$ cat config.mk
export PLATFORM = sky130hd
export DESIGN_NAME = htmp_derive
export DESIGN_NICKNAME = d
export VERILOG_FILES = /design/src/sv/htmp_pkg.sv /design/src/sv/htmp_derive.sv
export VERILOG_INCLUDE_DIRS = /design/src /design/src/sv
export SDC_FILE = /design/constraint.sdc
export NUM_CORES = 2
export LEC_CHECK = 0
export ABC_CLOCK_PERIOD_IN_PS = 10200
export BUFFER_PORTS_ARGS = -buffer_cell sky130_fd_sc_hd__buf_2
export CORE_ASPECT_RATIO = 0.75
export CORE_MARGIN = 1.5
export CORE_UTILIZATION = 40
export DETAILED_ROUTE_END_ITERATION = 10
export PLACE_DENSITY_LB_ADDON = 0.15
export SLEW_MARGIN = 0
export SYNTH_ARGS = -nofsm -noshare
export SYNTH_HDL_FRONTEND = slang
export SYNTH_SLANG_ARGS = --single-unit
export TNS_END_PERCENT = 100
$ cat constraint.sdc
create_clock -name clk_i -period 10.2 [get_ports clk_i]
set_clock_uncertainty 0.1 [all_clocks]
set_input_delay 2.04 -clock clk_i [delete_from_list [all_inputs] [get_ports clk_i]]
set_output_delay 2.04 -clock clk_i [all_outputs]
set_load 0.03 [all_outputs]
$ cat src/sv/half_trapezoid_motion_profile_macros.svh
// ----------------------------------------------------------------------------
// half_trapezoid_motion_profile_macros: assertion macros
// clocked implication checks, empty when synthesizing
// ----------------------------------------------------------------------------
`ifndef HALF_TRAPEZOID_MOTION_PROFILE_MACROS_SVH
`define HALF_TRAPEZOID_MOTION_PROFILE_MACROS_SVH
`ifndef SYNTHESIS
// same-cycle implication
`define HTMP_ASSERT_IMPL(label, clk, rst_n, ante, cons) \
  label: assert property (@(posedge clk) disable iff (!rst_n) (ante) |-> (cons)) \
    else $error("htmp assertion failed: same-cycle implication");
// next-cycle implication
`define HTMP_ASSERT_NEXT(label, clk, rst_n, ante, cons) \
  label: assert property (@(posedge clk) disable iff (!rst_n) (ante) |=> (cons)) \
    else $error("htmp assertion failed: next-cycle implication");
`else
`define HTMP_ASSERT_IMPL(label, clk, rst_n, ante, cons)
`define HTMP_ASSERT_NEXT(label, clk, rst_n, ante, cons)
`endif
`endif

$ cat src/sv/htmp_pkg.sv
// ----------------------------------------------------------------------------
// htmp_pkg: shared types and constants
// widths, register codes, derived state and saturating position add
// ----------------------------------------------------------------------------
`default_nettype none

package htmp_pkg;

  localparam int FRAC_BITS  = 16;
  localparam int POS_W      = 48;
  localparam int SPD_W      = 32;
  localparam int ACC_W      = 31;
  localparam int TIME_W     = 32;
  localparam int RT_W       = TIME_W - 1;          // ramp end time, never negative
  localparam int CFG_IDX_W  = 2;
  localparam int CFG_DATA_W = POS_W;
  localparam int SUM_W      = SPD_W + 1;           // sum or difference of two speeds
  localparam int NUM_W      = SPD_W + FRAC_BITS;   // divider numerator
  localparam int DIV_CNT_W  = $clog2(NUM_W);
  localparam int PROD1_W    = SPD_W + RT_W;
  localparam int PROD2_W    = SUM_W + RT_W;
  localparam int SCL_W      = PROD1_W - FRAC_BITS; // also PROD2_W - FRAC_BITS - 1
  localparam int PSUM_W     = POS_W + 1;

  localparam logic [RT_W-1:0]         RAMP_T_MAX = '1;
  localparam logic signed [POS_W-1:0] POS_MAX    = {1'b0, {(POS_W-1){1'b1}}};
  localparam logic signed [POS_W-1:0] POS_MIN    = {1'b1, {(POS_W-1){1'b0}}};
  localparam logic signed [SPD_W-1:0] SPD_MAX    = {1'b0, {(SPD_W-1){1'b1}}};
  localparam logic signed [SPD_W-1:0] SPD_MIN    = {1'b1, {(SPD_W-1){1'b0}}};

  typedef enum logic [CFG_IDX_W-1:0] {
    CFG_CRUISE_SPEED   = 2'd0,
    CFG_ACCEL_LIMIT    = 2'd1,
    CFG_START_POSITION = 2'd2,
    CFG_START_SPEED    = 2'd3
  } cfg_idx_e;

  typedef enum logic [2:0] {
    DRV_IDLE,
    DRV_SETUP,
    DRV_DIV,
    DRV_SAT,
    DRV_MUL,
    DRV_ADD
  } drv_state_e;

  typedef struct packed {
    logic signed [SPD_W-1:0] cruise_speed;
    logic [ACC_W-1:0]        accel_limit;
    logic signed [POS_W-1:0] start_position;
    logic signed [SPD_W-1:0] start_speed;
  } htmp_cfg_t;

  typedef struct packed {
    logic                    ramp_dec;       // ramp acceleration is negative
    logic [RT_W-1:0]         ramp_end_time;
    logic signed [POS_W-1:0] cruise_start_pos;
  } htmp_derived_t;

  // base plus or minus a magnitude, clamped to the position range
  function automatic logic signed [POS_W-1:0] pos_add(
    input logic signed [POS_W-1:0] base,
    input logic [SCL_W-1:0]        mag,
    input logic                    neg
  );
    logic signed [PSUM_W-1:0] b_ext;
    logic signed [PSUM_W-1:0] a_ext;
    logic signed [PSUM_W-1:0] s;
    logic signed [POS_W-1:0]  r;
    b_ext = {base[POS_W-1], base};
    a_ext = {{(PSUM_W-SCL_W){1'b0}}, mag};
    if (neg) begin
      a_ext = -a_ext;
    end
    s = b_ext + a_ext;
    if (s[PSUM_W-1] != s[POS_W-1]) begin
      r = s[PSUM_W-1] ? POS_MIN : POS_MAX;
    end else begin
      r = s[POS_W-1:0];
    end
    return r;
  endfunction

endpackage

`default_nettype wire

$ cat src/sv/htmp_derive.sv
// ----------------------------------------------------------------------------
// htmp_derive: profile setup sequencer
// ramp sign, ramp end time by restoring division, cruise start position
// ----------------------------------------------------------------------------
`default_nettype none
`include "half_trapezoid_motion_profile_macros.svh"

module htmp_derive
  import htmp_pkg::*;
(
  input  logic          clk_i,
  input  logic          rst_ni,
  input  logic          cfg_wr_i,
  input  htmp_cfg_t     cfg_i,
  output logic          busy_o,
  output htmp_derived_t drv_o
);

  drv_state_e state_q, state_d;

  logic [DIV_CNT_W-1:0]    cnt_q;
  logic [NUM_W-1:0]        quo_q;      // numerator shifts out, quotient shifts in
  logic [ACC_W-1:0]        rem_q;
  logic                    diff_zero_q;
  logic [SUM_W-1:0]        sum_mag_q;
  logic                    sum_neg_q;
  logic [PROD2_W-1:0]      prod_q;
  logic                    ramp_dec_q;
  logic [RT_W-1:0]         ramp_end_q;
  logic signed [POS_W-1:0] csp_q;

  logic signed [SUM_W-1:0] diff;
  logic signed [SUM_W-1:0] sum;
  logic [SUM_W-1:0]        diff_mag;
  logic [SUM_W-1:0]        sum_mag;
  logic [ACC_W:0]          rem_sh;
  logic [ACC_W:0]          rem_sub;
  logic                    rem_ge;
  logic [RT_W-1:0]         quo_sat;

  always_comb begin
    diff     = {cfg_i.cruise_speed[SPD_W-1], cfg_i.cruise_speed}
             - {cfg_i.start_speed[SPD_W-1], cfg_i.start_speed};
    sum      = {cfg_i.cruise_speed[SPD_W-1], cfg_i.cruise_speed}
             + {cfg_i.start_speed[SPD_W-1], cfg_i.start_speed};
    diff_mag = diff[SUM_W-1] ? (~diff + 1'b1) : diff;
    sum_mag  = sum[SUM_W-1] ? (~sum + 1'b1) : sum;
    rem_sh   = {rem_q, quo_q[NUM_W-1]};
    rem_ge   = (rem_sh >= {1'b0, cfg_i.accel_limit});
    rem_sub  = rem_sh - {1'b0, cfg_i.accel_limit};
    quo_sat  = (quo_q[NUM_W-1:RT_W] != '0) ? RAMP_T_MAX : quo_q[RT_W-1:0];
  end

  // next state
  always_comb begin
    state_d = state_q;
    unique case (state_q)
      DRV_IDLE:  state_d = DRV_IDLE;
      DRV_SETUP: state_d = DRV_DIV;
      DRV_DIV:   if (cnt_q == '0) state_d = DRV_SAT;
      DRV_SAT:   state_d = DRV_MUL;
      DRV_MUL:   state_d = DRV_ADD;
      DRV_ADD:   state_d = DRV_IDLE;
      default:   state_d = DRV_IDLE;
    endcase
    // any register write restarts the setup
    if (cfg_wr_i) begin
      state_d = DRV_SETUP;
    end
  end

  // outputs
  always_comb begin
    busy_o                 = (state_q != DRV_IDLE);
    drv_o.ramp_dec         = ramp_dec_q;
    drv_o.ramp_end_time    = ramp_end_q;
    drv_o.cruise_start_pos = csp_q;
  end

  always_ff @(posedge clk_i or negedge rst_ni) begin
    if (!rst_ni) begin
      state_q    <= DRV_IDLE;
      ramp_dec_q <= 1'b0;
      ramp_end_q <= '0;
      csp_q      <= '0;
    end else begin
      state_q <= state_d;
      unique case (state_q)
        DRV_SETUP: ramp_dec_q <= diff[SUM_W-1];
        DRV_SAT: begin
          if (diff_zero_q) begin
            ramp_end_q <= '0;
          end else if (cfg_i.accel_limit == '0) begin
            ramp_end_q <= RAMP_T_MAX;
          end else begin
            ramp_end_q <= quo_sat;
          end
        end
        DRV_ADD: csp_q <= pos_add(cfg_i.start_position,
                                  prod_q[PROD2_W-1:FRAC_BITS+1], sum_neg_q);
        default: begin
        end
      endcase
    end
  end

  always_ff @(posedge clk_i) begin
    unique case (state_q)
      DRV_SETUP: begin
        quo_q       <= {diff_mag[SPD_W-1:0], {FRAC_BITS{1'b0}}};
        rem_q       <= '0;
        cnt_q       <= DIV_CNT_W'(NUM_W - 1);
        diff_zero_q <= (diff == '0);
        sum_mag_q   <= sum_mag;
        sum_neg_q   <= sum[SUM_W-1];
      end
      DRV_DIV: begin
        quo_q <= {quo_q[NUM_W-2:0], rem_ge};
        rem_q <= rem_ge ? rem_sub[ACC_W-1:0] : rem_sh[ACC_W-1:0];
        cnt_q <= cnt_q - 1'b1;
      end
      DRV_MUL: prod_q <= PROD2_W'(sum_mag_q) * PROD2_W'(ramp_end_q);
      default: begin
      end
    endcase
  end

  `HTMP_ASSERT_NEXT(a_wr_restarts, clk_i, rst_ni, cfg_wr_i, state_q == DRV_SETUP)
  `HTMP_ASSERT_IMPL(a_no_limit_sat, clk_i, rst_ni, state_q == DRV_MUL && cfg_i.accel_limit == '0 && !diff_zero_q, ramp_end_q == RAMP_T_MAX)

endmodule

`default_nettype wire

==> results.yml <==
run_status:
  status: "finished clean"
final_layout:
  final_common_cell: "inv_1"
  drive_above_1_share_pct: 8.153
  mostFrequentLayoutCells: "inv_1, fa_1, nand2_1"
  syn_to_final_growth_pct: 7.971
  multi_input_area_um2: 40220
  fillCellCount: 12857
  final_core_util_pct: 43.64
  nets: 7344
  stdcell_count: 7665
  seq_area_um2: 7093
sta:
  finalWorstSetupSlack_ns: 1.164
  drv_slew: 0
  hold_viol: 0
  min_period_ns: 9.036
  fin_crit_sh_pct: 88.58
  worst_slew_pin_slew_ns: 1.249
  finalSetupTns_ns: 0
  setup_viol: 0
  rsz0062_at_grt: "false"
  relSlewSlack_pct: 16.45
  max_freq_mhz: 110.7
routing:
  drtIter0Drc: 3030
  totalWireLength_um: 148800
  wire_per_inst_um: 19.42
  viasPerCell: 5.242
  ant_nets: 0
  vias: 40181
  first_pass_iters: 6
  drcViolationCount: 0
yosys:
  synth_edf_count: 167
  yosysSeqAreaShare_pct: 13.59
  syn_inst: 5834
  synthFlopType: "edfxtp_1"
  ys_warn_count: 0
  synthesis.nets: 7280
  syn_area_um2: 52180
  post_synth.cell_area_avg_um2: 8.944
  async_flop_share_pct: 33.20
  synth.ff_latch_count: 250
  ys_types: 91
floorplanning:
  dieArea_um2: 132600
  coreArea_um2: 129100
  die_w_um: 420.0
  fp.dieH_um: 315.8
  start_util_pct: 40.42
  num_rows: 114
  pin_count: 227
clock_tree:
  cts_tree: "built"
  cts_buffer_depth: 3
  cts_num_sinks: 250
  post_cts_resized: 0
  cts-root-buf: "clkbuf_16"
  clock_latency_ns: 0.59
  htreeDepth: 2
  ctsHoldBuffers: 0
  clk_pin_slew_ns: 0.06
  cts_buffers: 34
  post_cts_buffers: 0
critical_path:
  cp_max_fo: 26
  crit_path_frequent_cell: "fa_1"
  r2r_cells: 28
  cp_slowest_cell: "a221oi_1"
  cpPeakStageDelay_ns: 0.71
  start_kind: "flop"
  cp.arrival_ns: 9.31
  required_ns: 10.48
  endpoint_kind: "flop"
  crit_type: "flop to flop"
place:
  place_hpwl_um: 123700
  gp_congestion: 0.8969
  portBuffers: 226
  pre_cts_ws_ns: 1.223
  dp_cells: 7602
global_routing:
  grt_max_degree: 66
  antenna_found_initial: 3
  first_global_vias: 41062
  grt_pass1_wl_um: 237700
  grt_overflow: 0
  grt_use_total_pct: 22.88
min_path:
  hp-class: "flop to flop"
  hold_depth: 2
job:
  cap_violations: 0
## layer usage
layer / track usage (%) / wire length [µm]
met5: 0 / 0
met4: 3.804 / 2084
met3: 2.448 / 7573
met2: 35.56 / 67140
met1: 34.75 / 72030
## cells by family after synthesis
logic type | count (synthesis) | share of synthesized area, %
mux | 20 | 0.3837
xor+xnor | 266 | 4.537
flops | 250 | 13.59
fa+ha+maj | 1315 | 44.38
compound gates | 822 | 10.38
simple gates | 1865 | 17.30
buf+inv | 1296 | 9.431
## final cells by class
class / instances / share of cell area, %
Antenna cell: 1 / 0.004442
Clock buffer: 48 / 1.788
Clock inverter: 14 / 0.3043
Inverter: 989 / 6.590
Multi-Input combinational cell: 4288 / 71.39
Sequential cell: 250 / 12.59
Tap cell: 1740 / 3.864
Timing Repair Buffer: 335 / 3.465
## path summary, 6_finish.rpt
kind                                      startpoint               endpoint  slack, ns
setup / recovery           ramp_end_q[8]$_DFFE_PN0N_   prod_q[63]$_DFFE_PP_       1.16
hold / removal                 csp_q[28]$_DFFE_PN0N_  csp_q[28]$_DFFE_PN0N_       0.37
setup reg to reg           ramp_end_q[8]$_DFFE_PN0N_   prod_q[63]$_DFFE_PP_       1.16
hold reg to reg                csp_q[28]$_DFFE_PN0N_  csp_q[28]$_DFFE_PN0N_       0.37
max in group asynchronous                     rst_ni   csp_q[1]$_DFFE_PN0N_       7.62
min in group asynchronous                     rst_ni  csp_q[32]$_DFFE_PN0N_       1.34
## worst max-delay path, delay by kind of cell, from the launching register on
family	cells	cell delay, ns
AND/OR/NAND/NOR	5	0.95
flip-flops	1	0.65
buffers and inverters	8	0.85
AO/OA/AOI/OAI	6	2.13
adder cells (fa/ha/maj)	9	4.12
## registers in the layout, indices dropped and copies added, names as in the netlist
name	flops
rem_q	31
cnt_q	6
state_q	3
prod_q	47
diff_zero_q	1
ramp_dec_q	1
quo_q	48
sum_mag_q	33
csp_q	48
sum_neg_q	1
ramp_end_q	31
## Yosys cell counts, drive strengths merged (27+ instances only)
master | number | share of area [%]
a21o | 80 | 1.2
a21oi | 242 | 2.4
a31oi | 29 | 0.35
and2 | 462 | 5.5
and3 | 33 | 0.40
clkbuf | 293 | 2.1
dfrtp | 83 | 4.0
edfxtp | 167 | 9.6
fa | 898 | 34
ha | 402 | 9.6
inv | 988 | 7.1
nand2 | 812 | 5.8
nand2b | 27 | 0.34
nand3 | 42 | 0.40
nand4 | 36 | 0.43
nor2 | 250 | 1.8
nor2b | 32 | 0.38
nor3 | 46 | 0.44
nor4 | 30 | 0.37
o21ai | 180 | 2.0
o31ai | 68 | 0.98
xnor2 | 194 | 3.3
xor2 | 72 | 1.3
## metrics by stage
step	hold slack [ns]	cell area (µm²)
2_1_floorplan	0.3736	52180
3_3_place_gp	0.3570	55160
3_5_place_dp	0.3606	55160
4_1_cts	0.3730	56330
5_1_grt	0.3980	56330
6_report	0.3689	56340
Power is left out: the tool's default activity adds up to more than one toggle a clock period on the data nets, which glitch-free logic cannot reach.
